[src/rtl/core/pcd_pkg.sv]
`timescale 1ns / 1ps
package pcd_pkg;

	localparam int DimW    = 13;
	localparam int CfgW    = 16;
	localparam int CoordW  = 18;
	localparam int ScoreW  = 16;
	localparam int OffW    = 16;
	localparam int HalfW   = 16;

	localparam logic [DimW-1:0]   ImageWidthRst     = 13'd640;
	localparam logic [DimW-1:0]   ImageHeightRst    = 13'd640;
	localparam logic [ScoreW-1:0] ScoreThresholdRst = 16'd16384;
	localparam logic [CfgW-1:0]   OffsetScaleRst    = 16'd6554;

	localparam logic signed [CoordW-1:0] CoordMax = 18'sh1FFFF;
	localparam logic signed [CoordW-1:0] CoordMin = 18'sh20000;

	typedef enum logic [1:0] {
		CFG_IMAGE_WIDTH     = 2'd0,
		CFG_IMAGE_HEIGHT    = 2'd1,
		CFG_SCORE_THRESHOLD = 2'd2,
		CFG_OFFSET_SCALE    = 2'd3
	} cfg_idx_t;

	// load enables of the five pipeline stages
	typedef struct packed {
		logic s1;
		logic s2;
		logic s3;
		logic s4;
		logic s5;
	} pcd_adv_t;

endpackage

[src/rtl/core/pcd_coord_lane.sv]
`timescale 1ns / 1ps
module pcd_coord_lane (
	input  logic                                 clk,
	input  pcd_pkg::pcd_adv_t                    adv,
	input  logic signed [pcd_pkg::OffW-1:0]      offset,
	input  logic        [pcd_pkg::HalfW-1:0]     centre,
	input  logic        [pcd_pkg::HalfW-1:0]     size,
	input  logic        [pcd_pkg::CfgW-1:0]      scale,
	input  logic        [pcd_pkg::DimW-1:0]      dim,
	output logic signed [pcd_pkg::CoordW-1:0]    coord
);
	import pcd_pkg::*;

	logic signed [32:0]       t_s1;
	logic        [HalfW-1:0]  size_s1;
	logic        [HalfW-1:0]  centre_s1;
	logic signed [49:0]       u_s2;
	logic        [HalfW-1:0]  centre_s2;
	logic signed [50:0]       sum_s3;
	logic signed [64:0]       prod_s4;
	logic signed [25:0]       pix;
	logic signed [CoordW-1:0] coord_s5;

	function automatic logic signed [CoordW-1:0] coord_sat(logic signed [25:0] v);
		logic signed [CoordW-1:0] r;
		if (v[25:CoordW-1] == '0 || v[25:CoordW-1] == '1) begin
			r = v[CoordW-1:0];
		end else if (v[25]) begin
			r = CoordMin;
		end else begin
			r = CoordMax;
		end
		return r;
	endfunction

	always_ff @(posedge clk) begin
		if (adv.s1) begin
			t_s1      <= $signed(offset) * $signed({1'b0, scale});
			size_s1   <= size;
			centre_s1 <= centre;
		end
		if (adv.s2) begin
			u_s2      <= t_s1 * $signed({1'b0, size_s1});
			centre_s2 <= centre_s1;
		end
		if (adv.s3) begin
			sum_s3 <= $signed({7'd0, centre_s2, 28'd0}) + u_s2;
		end
		if (adv.s4) begin
			prod_s4 <= sum_s3 * $signed({1'b0, dim});
		end
		if (adv.s5) begin
			coord_s5 <= coord_sat(pix);
		end
	end

	// arithmetic shift by 39 is the floor toward minus infinity
	assign pix = $signed(prod_s4[64:39]);

	assign coord = coord_s5;

endmodule

[config.mk]
export PLATFORM = sky130hd
export DESIGN_NAME = pcd_coord_lane
export DESIGN_NICKNAME = d
export VERILOG_FILES = /design/src/rtl/core/pcd_pkg.sv /design/src/rtl/core/pcd_coord_lane.sv
export SDC_FILE = /design/constraint.sdc
export NUM_CORES = 2
export LEC_CHECK = 0
export BUFFER_PORTS_ARGS = -buffer_cell sky130_fd_sc_hd__buf_4
export CORE_MARGIN = 2
export CORE_UTILIZATION = 51
export CTS_BUF_LIST = sky130_fd_sc_hd__clkbuf_16
export DETAILED_ROUTE_END_ITERATION = 16
export PLACE_DENSITY = 0.67
export SYNTH_ARGS = -nofsm -noshare
export SYNTH_HDL_FRONTEND = slang
export SYNTH_SLANG_ARGS = --single-unit
export TNS_END_PERCENT = 100
[constraint.sdc]
create_clock -name clk -period 6.2 [get_ports clk]
set_clock_uncertainty 0.1 [all_clocks]
set_input_delay 0.31 -clock clk [delete_from_list [all_inputs] [get_ports clk]]
set_output_delay 0.31 -clock clk [all_outputs]
set_load 0.02 [all_outputs]
### After elaboration in Yosys (flattened, before gate mapping)

Cells that the tools add are included.

| cells by class | value |
|---|---|
| add/subtract/negate cells | 1 |
| $mul | 3 |
| equality and inequality tests | 1 |
| mux-type cells | 2 |
| reduce and logical (&&, ||, !) cells | 2 |

Operators with widths:

| operator | count |
|---|---|
| $mul 51x14->65 | 1 |
| $add 45x50->51 | 1 |
| $mul 33x17->50 | 1 |
| $mux 18 | 2 |
| $mul 16x17->33 | 1 |
| $eq 9x9->1 const B | 1 |
| $logic_not 9->1 | 1 |
| $logic_or 1x1->1 | 1 |

| storage, ports and cells | value |
|---|---|
| flip-flop bits (word level) | 265 |
| bits of input ports | 83 |
| logic and storage cells | 17 |

### Logic depth before layout (Yosys ltp)

| depth | value |
|---|---|
| word-level depth | 3 |
| mapped depth | 25 |
| gate-level depth less buffers | 24 |

### Worst setup path before layout

OpenSTA, ideal clock, no wires.

| timing | value |
|---|---|
| path kind | register to register |
| start point | register t_s1[11] |
| end point | register u_s2[46] (data pin) |
| setup time | 0.256 ns |
| arrival | 6.290 ns |
| required time | 5.844 ns |
| path slack | -0.446 ns |
| cell stages (with the launch flop) | 23 |
| path buffers | 1 |
| period minus slack after synthesis | 6.646 ns |
| cell sequence | edfxtp_1 -> clkbuf_1 -> nand2_1 -> fa_1 -> fa_1 -> fa_1 -> inv_1 -> fa_1 -> fa_1 -> inv_1 -> fa_1 -> inv_1 -> ha_1 -> a21o_1 -> a21o_1 -> a21oi_2 -> o21ai_1 -> a311oi_2 -> nor2_2 -> a21bo_2 -> a221o_1 -> a2111oi_2 -> and4b_1 |

| between the ends | value |
|---|---|
| longest elaborated chain between the ends | 1 |

Ends and longest elaborated chain:

| item | line | RTL |
|---|---|---|
| start: declaration | pcd_coord_lane.sv:14 | `logic signed [32:0] t_s1;` |
| start signal: assignment | pcd_coord_lane.sv:38 | `t_s1 <= $signed(offset) * $signed({1'b0, scale});` |
| $mul 33x17->50 | pcd_coord_lane.sv:43 | `u_s2 <= t_s1 * $signed({1'b0, size_s1});` |
| end signal: assignment | pcd_coord_lane.sv:43 |  |
| end: declaration | pcd_coord_lane.sv:17 | `logic signed [49:0] u_s2;` |

Every way passes these cells.
A chain may end at the register's enable or synchronous reset.

### Final worst setup path

| timing | value |
|---|---|
| start point | register size_s1[5] |
| end point | register u_s2[46] (data pin) |

| between the ends | value |
|---|---|
| longest elaborated chain between the ends | 1 |

Ends and longest elaborated chain:

| item | line | RTL |
|---|---|---|
| start: declaration | pcd_coord_lane.sv:15 | `logic [HalfW-1:0] size_s1;` |
| start signal: assignment | pcd_coord_lane.sv:39 | `size_s1 <= size;` |
| $mul 33x17->50 | pcd_coord_lane.sv:43 |  |

Every way passes these cells.

==> impl_metrics.env <==
export IMPL_outcome="finished with violations"
export IMPL_violations="negative setup slack"
export IMPL_final_hold_viol_count=0
export IMPL_cts_sinks=226
export IMPL_ys_ff_latch=226
export IMPL_die_width_microns=337
export IMPL_worstPathArrival_ps=6970
export IMPL_gp_congestion=0.922
export IMPL_cap_violations=0
export IMPL_clock_latency_ps=620
export IMPL_clkSlewWorstSetupHoldPaths_ps=80
export IMPL_ys_types=71
export IMPL_setup_ws_ps=-535
export IMPL_crit_fanout=23
export IMPL_h_tree_depth=1
export IMPL_syn_to_final_growth_pct=18.9
export IMPL_synth_top_cell_area_share_pct=45.6
export IMPL_final_common_cell="inv_1"
export IMPL_drtIter0Drc=1911
export IMPL_path_cells="buf_12 > and2_4 > fa_1 > inv_2 > fa_2 > fa_1 > inv_2 > fa_1 > fa_1 > inv_1 > fa_1 > inv_2 > ha_4 > a21o_1 > a21o_1 > a21oi_2 > nand3_2 > a311oi_4 > nor2_2 > a21bo_2 > a221o_1 > a2111oi_2 > and4b_1"
export IMPL_totalWireLength_microns=132000
export IMPL_crit_top_cell="fa_1"
export IMPL_gr_total_overflow=0
export IMPL_cp_num_buf_inv=5
export IMPL_via_per_inst=5.01
export IMPL_core_sq_um=109000
export IMPL_crit_family="adder cells"
export IMPL_layout_common_cells="inv_1, fa_1, nand2_1"
export IMPL_path_class="reg -> reg"
export IMPL_grt_use_total_pct=24.3
export IMPL_wl_per_cell_microns=16.2
export IMPL_worstMarginPinSlew_ps=817
export IMPL_drc=0
export IMPL_dpl_cell_area_sq_um=63500
export IMPL_initial_core_util_pct=51.6
export IMPL_rows=121
export IMPL_fin_area_sq_um=67000
export IMPL_setup_violations=38
export IMPL_ctsLongestPathBuffers=3
export IMPL_fillers=9018
export IMPL_synth_cells=5955
export IMPL_design_portCount=101
export IMPL_hold_path_class="in -> reg"
export IMPL_post_route_period_util_pct=109
export IMPL_dp_hpwl_microns=111000
export IMPL_ys_async_sr_fraction_pct=0
export IMPL_max_freq_ghz=0.148
export IMPL_port_buffers=100
export IMPL_die_area_sq_um=113000
export IMPL_fin_nets=8383
export IMPL_grt_pass1_vias=44800
export IMPL_max_slew_margin_rel_pct=45.5
export IMPL_cp_slowest_cell="fa_1"
export IMPL_rsz0062_at_grt="yes"
export IMPL_die_y_microns=337
export IMPL_whs_ps=36.0
export IMPL_grt_pass1_wl_microns=222000
export IMPL_grt_antenna_before_repair=2
export IMPL_cts_tree="built"
export IMPL_cp_start_kind="register"
export IMPL_vias=40600
export IMPL_fin_crit_ps=6740
export IMPL_final_layout_size_suffix_gt1_share_pct=17.7
export IMPL_synth_flop_cell="edfxtp_1"
export IMPL_syn_nets=7721
export IMPL_synth_top_cell_by_area="fa_1"
export IMPL_numCtsBuffers=29
export IMPL_cts_root_buf="clkbuf_16"
export IMPL_synth_edf_count=226
export IMPL_dr_pass1_iters=5
export IMPL_required_ps=6430
export IMPL_ant_nets=0
export IMPL_end_kind="register"
export IMPL_grt_start_max_net_pins=67
export IMPL_synth_area_sq_um=56400
export IMPL_yosysSeqAreaShare_pct=12.0
export IMPL_avgSynthCellArea_sq_um=9.47
export IMPL_synth_area_leaders="fa_1, edfxtp_1, inv_1"
export IMPL_max_stage_delay_ps=540
export IMPL_drv_slew=0
export IMPL_yosys_warnings=0
## worst register-to-register path: cells and delay by family (launching register included)
| kind | cells | cell delay (ps) |
|---|---|---|
| AOI/OAI and AO/OA | 7 | 1840 |
| buffers and inverters | 5 | 390 |
| and+or+nand+nor | 4 | 620 |
| adders and majority gates | 7 | 3100 |
| DFF | 1 | 420 |
## Yosys cell counts (24+ instances only)
library cell / n
inv_1: 1518
fa_1: 1284
nand2_1: 866
and2_1: 639
ha_1: 399
clkbuf_1: 245
edfxtp_1: 226
a21oi_1: 114
nor2_1: 88
xnor2_1: 87
a21o_1: 77
o21ai_0: 72
xor2_1: 33
nand3_1: 28
nor3_1: 24
## timing repair
item	CTS	global route
setup buffers	81	24
setup endpoints to repair	48	57
pin swaps	111	88
hold buffers	33	0
hold endpoints to repair	50	0
gates resized for setup	220	128
## worst paths after layout
| path | from | end | slack (ps) | depth (start not counted) |
|---|---|---|---|---|
| max | size_s1[5] | u_s2[46] | -540 | 23 |
| min | adv[4] | size_s1[15] | 40 | 1 |
| max reg2reg | size_s1[5] | u_s2[46] | -540 | 23 |
| min reg2reg | centre_s1[11] | centre_s2[11] | 310 | 0 |
## state kept, by name, summed over array words and instances, names as in the netlist
name / cells
coord: 18
prod_s4: 26
centre_s2: 16
sum_s3: 51
centre_s1: 16
size_s1: 16
t_s1: 33
u_s2: 50
## kinds of logic after synthesis
group	share of synthesized area (%)
AO/OA/AOI/OAI	4.80
AND/OR/NAND/NOR	15.0
flip-flops	12.0
multiplexers	0.0355
XOR/XNOR	1.86
adder cells (fa/ha/maj)	54.4
buffers and inverters	11.8
## stage by stage
| step | utilization [%] | worst slack (ps) | instances | setup TNS (ps) |
|---|---|---|---|---|
| detailed placement | 58.1 | -777 | 7932 | -22210 |
| floorplan | - | -136 | 5955 | -144 |
| CTS | 60.8 | -552 | 8091 | -8790 |
| finish | 61.3 | -535 | 8113 | -11810 |
| global route | 61.3 | -707 | 8112 | -20060 |
| global placement | 58.1 | -643 | 7932 | -18010 |
## per-layer routing
metal,share of wire [%],vias to the layer above,GRT usage (%)
met5,0,-,0
met1,43,20500,32.0
met3,6.5,190,4.26
met2,49,1111,41.9
li1,-,18800,-
met4,2.2,0,5.57
## cell type report
cell class                      count  area [sq um]  share of cell area (%)
Timing Repair Buffer              882          7360                    11.0
Clock inverter                     20           249                   0.371
Clock buffer                       29           726                    1.08
Sequential cell                   226          6790                    10.1
Antenna cell                        2          5.00                 0.00747
Inverter                         1519          5700                    8.51
Tap cell                         1476          1850                    2.75
Multi-Input combinational cell   3959         44400                    66.2
Power is not shown: default switching activity piles up to over one toggle a cycle in this logic, so the estimate is an artifact.
