File: src/rtl/core/pcd_pkg.sv
`timescale 1ns / 1ps
package pcd_pkg;

	localparam int DimW    = 13;
	localparam int CfgW    = 16;
	localparam int CoordW  = 18;
	localparam int ScoreW  = 16;
	localparam int OffW    = 16;
	localparam int HalfW   = 16;

	localparam logic [DimW-1:0]   ImageWidthRst     = 13'd640;
	localparam logic [DimW-1:0]   ImageHeightRst    = 13'd640;
	localparam logic [ScoreW-1:0] ScoreThresholdRst = 16'd16384;
	localparam logic [CfgW-1:0]   OffsetScaleRst    = 16'd6554;

	localparam logic signed [CoordW-1:0] CoordMax = 18'sh1FFFF;
	localparam logic signed [CoordW-1:0] CoordMin = 18'sh20000;

	typedef enum logic [1:0] {
		CFG_IMAGE_WIDTH     = 2'd0,
		CFG_IMAGE_HEIGHT    = 2'd1,
		CFG_SCORE_THRESHOLD = 2'd2,
		CFG_OFFSET_SCALE    = 2'd3
	} cfg_idx_t;

	// load enables of the five pipeline stages
	typedef struct packed {
		logic s1;
		logic s2;
		logic s3;
		logic s4;
		logic s5;
	} pcd_adv_t;

endpackage

File: src/rtl/core/pcd_score.sv
`timescale 1ns / 1ps
module pcd_score (
	input  logic                             clk,
	input  pcd_pkg::pcd_adv_t                adv,
	input  logic        [pcd_pkg::ScoreW-1:0] confidence,
	input  logic signed [pcd_pkg::ScoreW-1:0] overlap,
	input  logic        [pcd_pkg::ScoreW-1:0] threshold,
	output logic        [pcd_pkg::ScoreW-1:0] score,
	output logic                             keep
);
	import pcd_pkg::*;

	typedef struct packed {
		logic [17:0]       rem;
		logic [ScoreW-1:0] root;
	} sq_t;

	logic [ScoreW-1:0] ov_clamp;
	logic [31:0]       prod_s1;
	logic [23:0]       bits_s2;
	logic [15:0]       bits_s3;
	logic [7:0]        bits_s4;
	sq_t               sq_s2;
	sq_t               sq_s3;
	sq_t               sq_s4;
	sq_t               sq_last;
	logic [ScoreW-1:0] score_s5;
	logic              keep_s5;

	// four result bits per stage, two radicand bits each
	function automatic sq_t sq_step4(sq_t in, logic [7:0] pairs);
		sq_t         cur;
		logic [19:0] rem_w;
		logic [19:0] trial;
		cur = in;
		for (int i = 3; i >= 0; i--) begin
			rem_w = {cur.rem, pairs[2*i+1 -: 2]};
			trial = {2'b00, cur.root, 2'b01};
			if (rem_w >= trial) begin
				cur.rem  = 18'(rem_w - trial);
				cur.root = {cur.root[ScoreW-2:0], 1'b1};
			end else begin
				cur.rem  = rem_w[17:0];
				cur.root = {cur.root[ScoreW-2:0], 1'b0};
			end
		end
		return cur;
	endfunction

	// negative overlap clamps to zero; above one cannot be coded
	assign ov_clamp = overlap[ScoreW-1] ? '0 : overlap;

	assign sq_last = sq_step4(sq_s4, bits_s4);

	always_ff @(posedge clk) begin
		if (adv.s1) begin
			prod_s1 <= confidence * ov_clamp;
		end
		if (adv.s2) begin
			sq_s2   <= sq_step4('0, prod_s1[31:24]);
			bits_s2 <= prod_s1[23:0];
		end
		if (adv.s3) begin
			sq_s3   <= sq_step4(sq_s2, bits_s2[23:16]);
			bits_s3 <= bits_s2[15:0];
		end
		if (adv.s4) begin
			sq_s4   <= sq_step4(sq_s3, bits_s3[15:8]);
			bits_s4 <= bits_s3[7:0];
		end
		if (adv.s5) begin
			score_s5 <= sq_last.root;
			keep_s5  <= sq_last.root > threshold;
		end
	end

	assign score = score_s5;
	assign keep  = keep_s5;

endmodule

File: config.mk
export PLATFORM = sky130hd
export DESIGN_NAME = pcd_score
export DESIGN_NICKNAME = d
export VERILOG_FILES = /design/src/rtl/core/pcd_pkg.sv /design/src/rtl/core/pcd_score.sv
export SDC_FILE = /design/constraint.sdc
export NUM_CORES = 1
export LEC_CHECK = 0
export ABC_AREA = 1
export BUFFER_PORTS_ARGS = -buffer_cell sky130_fd_sc_hd__buf_2
export CAP_MARGIN = 40
export CORE_MARGIN = 2
export CORE_UTILIZATION = 60
export CTS_CLUSTER_SIZE = 24
export DETAILED_ROUTE_END_ITERATION = 12
export GPL_TIMING_DRIVEN = 1
export HOLD_SLACK_MARGIN = 0.15
export PLACE_DENSITY = 0.76
export SKIP_CTS_REPAIR_TIMING = 1
export SLEW_MARGIN = 10
export SYNTH_ARGS = -nofsm -noshare
export SYNTH_HDL_FRONTEND = slang
export SYNTH_SLANG_ARGS = --single-unit
export TNS_END_PERCENT = 1
File: constraint.sdc
create_clock -name clk -period 12.4 [get_ports clk]
set_input_delay 1.86 -clock clk [delete_from_list [all_inputs] [get_ports clk]]
set_output_delay 1.86 -clock clk [all_outputs]
set_load 0.02 [all_outputs]
After elaboration in Yosys (flattened, before gate mapping). Index checks and enable logic that the tools add are counted.

Output and inout port bits: 17. Input bits: 54. Word-level logic and storage cells: 71. Flip-flop bits (word level): 199.

Order comparisons: 17. $mul: 1. Add/sub/neg operators: 15. Mux-type cells: 26.

Operators with widths (number): 34-bit two-way mux (24); 20-bit by 18-bit greater-or-equal comparator with 1-bit output (15); 18-bit subtractor (14); 16-bit by 15-bit multiplier with 31-bit output (1); 16-bit greater-than comparator (1); 15-bit two-way mux (1); 2-bit by 1-bit subtractor with 3-bit output, second input constant (1); 2-bit by 1-bit greater-or-equal comparator with 1-bit output, second input constant (1); 1-bit two-way mux (1).

Logic depth before layout (Yosys ltp). Gate-level depths: netlist (run 1).

Depth in word-level cells: 11. Gate-level depth with buffers: 57. Mapped depth without buffers: 53.

Least setup slack after synthesis (run 1). OpenSTA, ideal clock, no wires.

Path type: input port to flip-flop. From: in overlap[15] (netlist name). To: reg prod_s1[29], data pin. Buffers on the path: 2. Path slack: 3.755 ns. Arrival time: 8.385 ns. Data required time: 12.140 ns. Stages on the path: 30. Library setup time: 0.260 ns. Cell sequence: inv_1 buf_1 nand2_1 inv_1 clkbuf_1 nand2_1 fa_1 inv_1 fa_1 fa_1 fa_1 inv_1 fa_1 fa_1 inv_1 ha_1 nand2_1 o21ai_0 a21oi_1 o21ai_0 a21boi_0 o21ai_0 a21boi_0 o21ai_0 a21boi_0 o21ai_0 a21oi_1 nor2_1 nor2_1 xor2_1.

Cells in the longest elaborated chain, start to end: 2.

RTL lines: from (decl) (RTL line pcd_score.sv:6) `input logic signed [pcd_pkg::ScoreW-1:0] overlap,`; 15-bit two-way mux (RTL line pcd_score.sv:51) `assign ov_clamp = overlap[ScoreW-1] ? '0 : overlap;`; 16-bit by 15-bit multiplier with 31-bit output (RTL line pcd_score.sv:57) `prod_s1 <= confidence * ov_clamp;`; to (signal assigned) (RTL line pcd_score.sv:57); to (decl) (RTL line pcd_score.sv:19) `logic [31:0] prod_s1;`.

No other way between the ends. A chain may end at the register's enable or synchronous reset.

==> results of run 1 <==
worst reg2reg max path, delay by kind of cell, from the launching register on:
family          cells  cell delay (ps)
flops               1              420
fa+ha+maj           5             1590
compound gates     17             2730
buf+inv             6             1830
simple gates       16             2540
registers in the layout, indices dropped and copies added, names as in the netlist:
name,count
prod_s1,31
sq_s4,30
sq_s3,26
bits_s2,24
sq_s2,22
bits_s3,16
score,16
bits_s4,8
keep,1
layer usage:
metal | share of wire | vias to the layer above | wire length [um]
met1 | 0.41 | 10800 | 28400
li1 | - | 11100 | -
met4 | 0.037 | 0 | 2580
met2 | 0.49 | 868 | 33800
met5 | 0 | - | 0
met3 | 0.068 | 167 | 4750
placed cells by master, fill, tap and decap left out, types with 6 or more instances in the layout:
cell type and instances:
nand2_1 900, inv_1 564, nor2_1 355, ha_1 258
nand3_1 211, fa_1 180, edfxtp_1 174, a21oi_1 161
o21ai_0 155, buf_2 70, xor2_1 65, xnor2_1 59
nand4_1 51, nand2_2 23, nand3b_1 23, nor3_1 22
clkbuf_16 17, nor2_2 16, inv_2 15, o21ai_1 14
nor2_4 14, nand3_2 13, a21boi_0 13, or2_2 12
o21bai_1 11, o21a_1 10, o211ai_1 7, clkinv_1 7
a31oi_1 7, nand2_4 6
power groups by stage:
| stage | clock, mW | sequential (mW) | combinational, mW |
|---|---|---|---|
| detailed placement | 0 | 1.11 | 5.62 |
| floorplan | 0 | 1.06 | 4.39 |
| finish | 0.516 | 1.09 | 5.72 |
| global placement | 0 | 1.10 | 5.49 |
| CTS | 0.522 | 1.09 | 5.66 |
| global route | 0.544 | 1.11 | 6.47 |
cells by family (layout without fill, tap and decap cells):
kind of cell | Yosys count | in the layout | synth area share
AND/OR/NAND/NOR | 1666 | 1666 | 0.288
buffers and inverters | 638 | 691 | 0.0982
adder cells (fa/ha/maj) | 438 | 438 | 0.272
AO/OA/AOI/OAI | 404 | 404 | 0.0888
flip-flops | 174 | 174 | 0.208
XOR/XNOR | 124 | 124 | 0.0433
multiplexers | 2 | 2 | 0.000798
synth_stat cells (all sizes together), types with 2 or more instances:
| master | number | area (um2) |
|---|---|---|
| fa | 180 | 3600 |
| a21boi | 14 | 105 |
| buf | 16 | 123 |
| o21bai | 11 | 82.6 |
| clkbuf | 36 | 135 |
| o221a | 3 | 33.8 |
| o31ai | 2 | 15.0 |
| and2 | 4 | 25.0 |
| and3 | 2 | 12.5 |
| o211ai | 7 | 52.6 |
| edfxtp | 174 | 5230 |
| nor3 | 23 | 120 |
| clkinv | 5 | 18.8 |
| inv | 581 | 2190 |
| nand4 | 51 | 319 |
| ha | 258 | 3230 |
| a31oi | 7 | 43.8 |
| xor2 | 65 | 569 |
| o21a | 10 | 75.1 |
| nand2 | 930 | 3610 |
| o2111ai | 2 | 17.5 |
| nand3b | 23 | 173 |
| nand3 | 227 | 1240 |
| nor2 | 386 | 1610 |
| or2 | 14 | 87.6 |
| a21o | 5 | 37.5 |
| xnor2 | 59 | 517 |
| a21oi | 165 | 841 |
| o21ai | 170 | 855 |
| nor4 | 5 | 31.3 |
| mux2i | 2 | 20.0 |
| a31o | 3 | 26.3 |
layout make-up:
cell class / count / area share
well taps: 532 / 0.0251
inverters: 586 / 0.0833
repair buffers: 73 / 0.0155
flip-flops and latches: 174 / 0.197
clock buffers: 18 / 0.0162
clock inverters: 14 / 0.00515
multi-input cells: 2634 / 0.657
worst paths after layout:
path	start	endpoint	slack (ps)	cells past startpoint
worst max-delay path	sq_s4[1]	keep	2990	44
worst min-delay path	prod_s1[18]	bits_s2[18]	420	0
worst max register to register	sq_s4[1]	keep	2990	44
worst min register to register	prod_s1[18]	bits_s2[18]	420	0
==> summary.md, run 1 <==
| Metric | Value |
|---|---|
| Status | `finished clean` |
| Worst skew pair latency | `460 ps` |
| Met2 usage | `0.562` |
| Mapped Cells | `3446` |
| Grt peak-use layer | `met2` |
| TritonRoute pass-1 iters | `8` |
| Port bufs | `70` |
| First-pass GRT wire length | `around 110000 um` |
| Nets | `a little under 4000` |
| Sequential Area | `roughly 5200 um2` |
| Crit. End Element | `flip-flop` |
| Met1 GRT Util | `0.406` |
| Row cnt | `74` |
| DP Area | `roughly 26000 um2` |
| Logic pwr share | `0.780` |
| Area of the multi-input gates | `between 15000 and 20000 um2` |
| Synth-to-layout area growth | `5.52%` |
| Filler cells | `~3700` |
| Setup Slack @ Placement | `roughly 2500 ps` |
| CP Launch Type | `flip-flop` |
| Max_slew headroom | `0.431` |
| Number of max-cap violations | `0` |
| Largest net degree at the start of global routing | `40` |
| M3 GR Usage | `0.0469` |
| CP max FO | `29` |
| Ys async rst share | `0` |
| Pwr dens | `approximately 280 nW/um2` |
| Max-slew violation count | `0` |
| Worst path most repeated cell | `nand2_1` |
| Grt total ovfl | `0` |
| Setup TNS Final | `0 ps` |
| #FFs+latches synth | `174` |
| DRC errors left | `0` |
| DP HPWL | `a little under 60000 um` |
| Min Tclk post-route | `roughly 9400 ps` |
| Initial Util | `0.612` |
| Wirelength per Cell | `approximately 17 um` |
| Hold crit path type | `reg2reg` |
| Synthesized area | `around 25000 um2` |
| Switch Pwr | `a little over 4 mW` |
| Final setup vio count | `0` |
| Syn avg cell area | `between 7 and 8 um2` |
| Gr usage total | `0.323` |
| Placed Cells incl. Taps | `approximately 4000` |
| Period Utilization, post-route | `0.759` |
| Clock tree buffer depth | `2` |
| Ant. Diodes | `0` |
| Antenna viol nets, final | `0` |
| Syn nets | `slightly below 4000` |
| Number of I/O pins | `71` |
| Cell internal pwr | `~3.2 mW` |
| Die width | `between 200 and 250 um` |
| Antenna violations before repair | `0` |
| Ys Warns | `0` |
| Worst-Margin Slew | `853 ps` |
| Sw frac | `0.557` |
| Share of cells above drive strength 1 | `0.0629` |
| Post-route cell area | `between 20000 and 30000 um2` |
| Distinct cells, synth | `a little under 60` |
| Starting DRC count in detailed routing | `roughly 1900` |
| CTS Sinks | `roughly 170` |
| H-tree levels | `4` |
| Clock skew | `just over 9 ps` |
| Reg clk slew, reported paths | `roughly 70 ps` |
| Buffer and inverter count on the worst path | `6` |
| RD Place Congestion | `1.03` |
| Cts bufs inserted | `17` |
| Final WS setup | `around 3000 ps` |
| TritonCTS clock tree | `done` |
| Sequential element share of the synthesized area | `0.208` |
| Min Hold Slack | `approximately 420 ps` |
| Worst EP required | `roughly 13000 ps` |
| Root buf cell | `clkbuf_16` |
| Number of flops mapped to enable cells by yosys | `about 170` |
| Die ar. | `43500 um2` |
| Final Hold Fails | `0` |
| Vias in the first global route | `22500` |
| Critical Path AT | `9600 ps` |
| CP max stage cell | `inv_1` |
| Crit-path max cell delay | `~670 ps` |
| Final non-filler cell total | `4031` |
| Clk pwr share | `0.070` |
| Main synth FF type | `edfxtp_1` |
| Sequential Power Share | `0.149` |
| Peak VDD IR | `158 uV` |
| Vias per Instance | `around 5.7` |
| Critical path class | `reg2reg` |
| Top delay family on crit path | `compound AO/OA/AOI/OAI gates` |
| Final core utilization | `0.645` |
| RSZ-0062 raised after global routing | `false` |
| Routed WL | `roughly 69000 um` |
| Pleak | `about 13 nW` |
| DR vias | `roughly 23000` |
| Fmax | `between 0.1 and 0.15 GHz` |
| Core Box Area | `~40000 um2` |
| Die Y | `around 210 um` |
| Total power | `~7.3 mW` |
Power figures use the tool's default switching activity.
==> inputs of run 2 (changes only) <==
--- a/config.mk
+++ b/config.mk
@@ -9,12 +9,12 @@
 export BUFFER_PORTS_ARGS = -buffer_cell sky130_fd_sc_hd__buf_2
 export CAP_MARGIN = 40
 export CORE_MARGIN = 2
-export CORE_UTILIZATION = 60
+export CORE_UTILIZATION = 59
 export CTS_CLUSTER_SIZE = 24
 export DETAILED_ROUTE_END_ITERATION = 12
 export GPL_TIMING_DRIVEN = 1
 export HOLD_SLACK_MARGIN = 0.15
-export PLACE_DENSITY = 0.76
+export PLACE_DENSITY = 0.78
 export SKIP_CTS_REPAIR_TIMING = 1
 export SLEW_MARGIN = 10
 export SYNTH_ARGS = -nofsm -noshare
==> constraint.sdc (replaced) <==
create_clock -name clk -period 8 [get_ports clk]
set_input_delay 1.2 -clock clk [delete_from_list [all_inputs] [get_ports clk]]
set_output_delay 1.2 -clock clk [all_outputs]
set_load 0.02 [all_outputs]
==> summary.md, run 2 (synthesis gave the netlist of run 1 again) <==
| Metric | Value |
|---|---|
| Status | `finished clean` |
| Period Utilization, post-route | `0.948` |
| Share of cells above drive strength 1 | `0.112` |
| Reg with most FFs | `prod_s1` |
| R2r setup slk | `410 ps` |
| Reg2Reg Capture Point | `keep` |
| Crit. End Element | `flip-flop` |
| Hold crit path type | `reg2reg` |
| Filler cells | `3721` |
| Min Tclk post-route | `between 7000 and 8000 ps` |
| TritonRoute pass-1 iters | `6` |
| Initial Util | `0.598` |
| DR vias | `approximately 23000` |
| Final setup vio count | `0` |
| Crit. Startpoint | `sq_s4[0]` |
| Antenna viol nets, final | `0` |
| CP max stage cell | `edfxtp_1` |
| DP HPWL | `about 55000 um` |
| Max FFs per register | `31` |
| DRC errors left | `0` |
| Vias per Instance | `5.48` |
| Max_slew headroom | `0.466` |
| H-tree levels | `4` |
| Cts bufs inserted | `17` |
| Final core utilization | `0.663` |
| Routed WL | `between 60000 and 70000 um` |
| Clock skew | `about 11 ps` |
| Peak VDD IR | `293 uV` |
| Row cnt | `75` |
| Die Y | `approximately 210 um` |
| Port bufs | `70` |
| CP max FO | `22` |
| Top Registers | `prod_s1 (31), sq_s4 (30), sq_s3 (26)` |
| CTS Sinks | `174` |
| Crit-path max cell delay | `~490 ps` |
| Pwr dens | `420 nW/um2` |
| Hold wc startpoint | `prod_s1[7]` |
| Worst setup endpoint | `keep` |
| Area of the multi-input gates | `between 15000 and 20000 um2` |
| Vias in the first global route | `22200` |
| Grt total ovfl | `0` |
| Worst EP required | `approximately 8200 ps` |
| Fmax | `about 0.13 GHz` |
| Most frequent cells in the layout | `899 x nand2_1, 553 x inv_1, 349 x nor2_1` |
| Worst path most repeated cell | `nand2_1` |
| RD Place Congestion | `between 1 and 1.5` |
| Nets | `between 4000 and 5000` |
| Critical path class | `reg2reg` |
| Final non-filler cell total | `4182` |
| Worst skew pair latency | `460 ps` |
| Number of max-cap violations | `0` |
| Pleak | `between 10 and 15 nW` |
| RR Startpoint | `sq_s4[0]` |
| Wirelength per Cell | `between 15 and 20 um` |
| Largest net degree at the start of global routing | `39` |
| Critical Path AT | `7770 ps` |
| Reg clk slew, reported paths | `roughly 60 ps` |
| Ant. Diodes | `0` |
| Root buf cell | `clkbuf_16` |
| Number of I/O pins | `approximately 70` |
| Clock tree buffer depth | `2` |
| TritonCTS clock tree | `done` |
| Die ar. | `around 44000 um2` |
| Max-slew violation count | `0` |
| RSZ-0062 raised after global routing | `true` |
| Final Hold Fails | `0` |
| Placed Cells incl. Taps | `a little over 4000` |
| Reg2Reg Depth | `50` |
| Worst-Margin Slew | `800 ps` |
| Core Box Area | `between 40000 and 50000 um2` |
| Gr usage total | `0.304` |
| Antenna violations before repair | `0` |
| First-pass GRT wire length | `about 110000 um` |
| Starting DRC count in detailed routing | `1880` |
| Sequential Area | `5230 um2` |
| Synth-to-layout area growth | `10.8%` |
| CP Launch Type | `flip-flop` |
| Leading cell type in the layout, fill and taps excluded | `nand2_1` |
| Die width | `around 210 um` |
[run 2: per-stage QoR]
stage	power [mW]	TNS [ps]	setup WS [ps]	hold WS [ps]	area, um2
6_report	11.7	0	414	419	27800
5_1_grt	13.0	-521	-98.2	432	27800
4_1_cts	11.4	0	231	420	27400
3_5_place_dp	10.6	-232	-121	405	26900
3_3_place_gp	10.4	0	45.5	400	26800
2_1_floorplan	8.44	0	15.1	400	25100
[run 2: cell type report]
cell class                      instances  share of cell area
Inverter                              586              0.0796
Clock buffer                           17              0.0153
Timing Repair Buffer                  217              0.0550
Multi-Input combinational cell       2634               0.634
Tap cell                              539              0.0243
Sequential cell                       174               0.188
Clock inverter                         15             0.00401
[run 2: critical path: cells and delay by family (launching register included)]
family	cells	cell delay (ps)
fa+ha+maj	5	1560
flops	1	490
simple gates	27	3090
compound gates	9	1160
buf+inv	9	950
[run 2: report_power, final]
part	internal, mW	switching (mW)
Sequential	1.51	0.193
Combinational	3.49	5.72
Clock	0.400	0.370
[run 2: worst min-delay path by stage]
stage | end | slack [ps] | depth (start not counted)
finish | bits_s2[7] | 420 | 0
global route | bits_s2[15] | 430 | 0
CTS | bits_s2[7] | 420 | 0
detailed placement | bits_s4[3] | 400 | 0
global placement | bits_s2[11] | 400 | 0
floorplan | bits_s2[0] | 400 | 0
[run 2: layer usage]
layer / vias up / part of all wire / GRT usage
li1: 11400 / - / -
met1: 10600 / 0.44 / 0.410
met2: 769 / 0.46 / 0.511
met3: 141 / 0.066 / 0.0419
met4: 0 / 0.027 / 0.0910
met5: - / 0 / 0
==> inputs of run 3 (changes only) <==
==> constraint.sdc (replaced) <==
create_clock -name clk -period 8 [get_ports clk]
set_input_delay 1.6 -clock clk [delete_from_list [all_inputs] [get_ports clk]]
set_output_delay 1.6 -clock clk [all_outputs]
set_load 0.02 [all_outputs]
==> summary.md, run 3 (synthesis gave the netlist of run 1 again) <==
| Metric | Value |
|---|---|
| Worst skew pair latency | `460 ps` |
| Routed WL | `about 65000 um` |
| Area of the multi-input gates | `approximately 18000 um2` |
| Wirelength per Cell | `between 15 and 20 um` |
| Post-route cell area | `between 20000 and 30000 um2` |
| Vias per Instance | `~5.5` |
| Crit-path max cell delay | `between 500 and 600 ps` |
| Filler cells | `between 3000 and 4000` |
| Pleak | `14.3 nW` |
| Peak VDD IR | `about 310 uV` |
| Final Hold Fails | `0` |
| Reg with most FFs | `prod_s1` |
| Final setup vio count | `0` |
| Starting DRC count in detailed routing | `between 1500 and 2000` |
| Grt total ovfl | `0` |
| Max-slew violation count | `0` |
| Nets | `roughly 4200` |
| Root buf cell | `clkbuf_16` |
| Port bufs | `70` |
| Gr usage total | `0.300` |
| Fmax | `between 0.1 and 0.15 GHz` |
| Cell internal pwr | `roughly 5.6 mW` |
| Critical Path AT | `7870 ps` |
| Sequential Power Share | `0.142` |
| Initial Util | `0.598` |
| Die Y | `between 200 and 250 um` |
| Core Box Area | `41900 um2` |
| DR vias | `roughly 23000` |
| Max FFs per register | `31` |
| Antenna violations before repair | `0` |
| Top delay family on crit path | `adder cells` |
| Pwr dens | `~420 nW/um2` |
| Cts bufs inserted | `17` |
| Crit. End Element | `flip-flop` |
| Leading cell type in the layout, fill and taps excluded | `nand2_1` |
| Die ar. | `between 40000 and 50000 um2` |
| Vias in the first global route | `roughly 22000` |
| TritonCTS clock tree | `done` |
| CP max FO | `9` |
| CTS Sinks | `between 150 and 200` |
| Hold crit path type | `reg2reg` |
| DP Area | `approximately 27000 um2` |
| Clk pwr share | `0.066` |
| Ant. Diodes | `0` |
| Critical path class | `in2reg` |
| Die width | `between 200 and 250 um` |
| Setup TNS Final | `0 ps` |
| Sequential Area | `between 5000 and 6000 um2` |
| Min Tclk post-route | `~7700 ps` |
| DP HPWL | `about 55000 um` |
| Synth-to-layout area growth | `12.1%` |
| CP max stage cell | `fa_1` |
| Min Hold Slack | `between 400 and 500 ps` |
| Reg clk slew, reported paths | `around 70 ps` |
| RD Place Congestion | `about 0.98` |
| Sw frac | `0.531` |
| Logic pwr share | `0.792` |
| First-pass GRT wire length | `roughly 110000 um` |
| Antenna viol nets, final | `0` |
| Top Registers | `prod_s1 (31), sq_s4 (30), sq_s3 (26)` |
| Share of cells above drive strength 1 | `0.122` |
| Most frequent cells in the layout | `898 x nand2_1, 554 x inv_1, 352 x nor2_1` |
| Worst-Margin Slew | `approximately 770 ps` |
| TritonRoute pass-1 iters | `6` |
| Number of I/O pins | `71` |
| Clock skew | `roughly 11 ps` |
| Buffer and inverter count on the worst path | `10` |
| Switch Pwr | `6.32 mW` |
| Number of max-cap violations | `0` |
| Worst EP required | `between 8000 and 9000 ps` |
| Max_slew headroom | `0.484` |
| Period Utilization, post-route | `0.958` |
| CP Launch Type | `input port` |
| DRC errors left | `0` |
| Largest net degree at the start of global routing | `39` |
| RSZ-0062 raised after global routing | `true` |
| Row cnt | `75` |
| Status | `finished clean` |
| Clock tree buffer depth | `2` |
| H-tree levels | `4` |
-- run 3: cell type report --
cell class | instances | area share
Sequential cell | 174 | 0.186
Clock inverter | 13 | 0.00405
Inverter | 586 | 0.0787
Timing Repair Buffer | 261 | 0.0658
Multi-Input combinational cell | 2634 | 0.627
Tap cell | 539 | 0.0240
Clock buffer | 18 | 0.0153
-- run 3: worst paths after layout --
| kind | start | endpoint | slack (ps) | cells after the start |
|---|---|---|---|---|
| worst max-delay path | overlap[15] | prod_s1[30] | 330 | 30 |
| worst min-delay path | prod_s1[21] | bits_s2[21] | 420 | 0 |
| worst max register to register | sq_s4[10] | keep | 440 | 53 |
| worst min register to register | prod_s1[21] | bits_s2[21] | 420 | 0 |
-- run 3: worst reg2reg max path: cells and delay by family (launching register included) --
family	cells	cell delay, ps
adders and majority gates	5	1460
AOI/OAI and AO/OA	12	1480
buffers and inverters	11	1170
DFF	1	440
and+or+nand+nor	25	2750
-- run 3: stage by stage --
stage | utilization | power (mW) | setup slack, ps | cells
final | 0.671 | 11.9 | 334 | 4225
after CTS | 0.662 | 11.7 | 40.5 | 4211
after global placement | 0.648 | 10.7 | -180 | 4177
after detailed placement | 0.650 | 10.8 | -355 | 4180
after global routing | 0.671 | 13.2 | -154 | 4225
after floorplan | - | 8.44 | -11.8 | 3446
-- run 3: power by group through the flow --
stage	registers (mW)	clock network, mW	logic (mW)
6_report	1.69	0.783	9.43
5_1_grt	1.72	0.826	10.7
4_1_cts	1.68	0.793	9.20
3_5_place_dp	1.70	0	9.12
3_3_place_gp	1.69	0	8.96
2_1_floorplan	1.64	0	6.81
-- run 3: layer usage --
metal  GRT usage  wire length [um]  vias up  part of all wire
li1            -                 -    11500                 -
met1       0.402             28700    10600              0.44
met2       0.498             30300      890              0.46
met3      0.0456              4620      140             0.071
met4       0.101              1860        0             0.028
met5           0                 0        -                 0
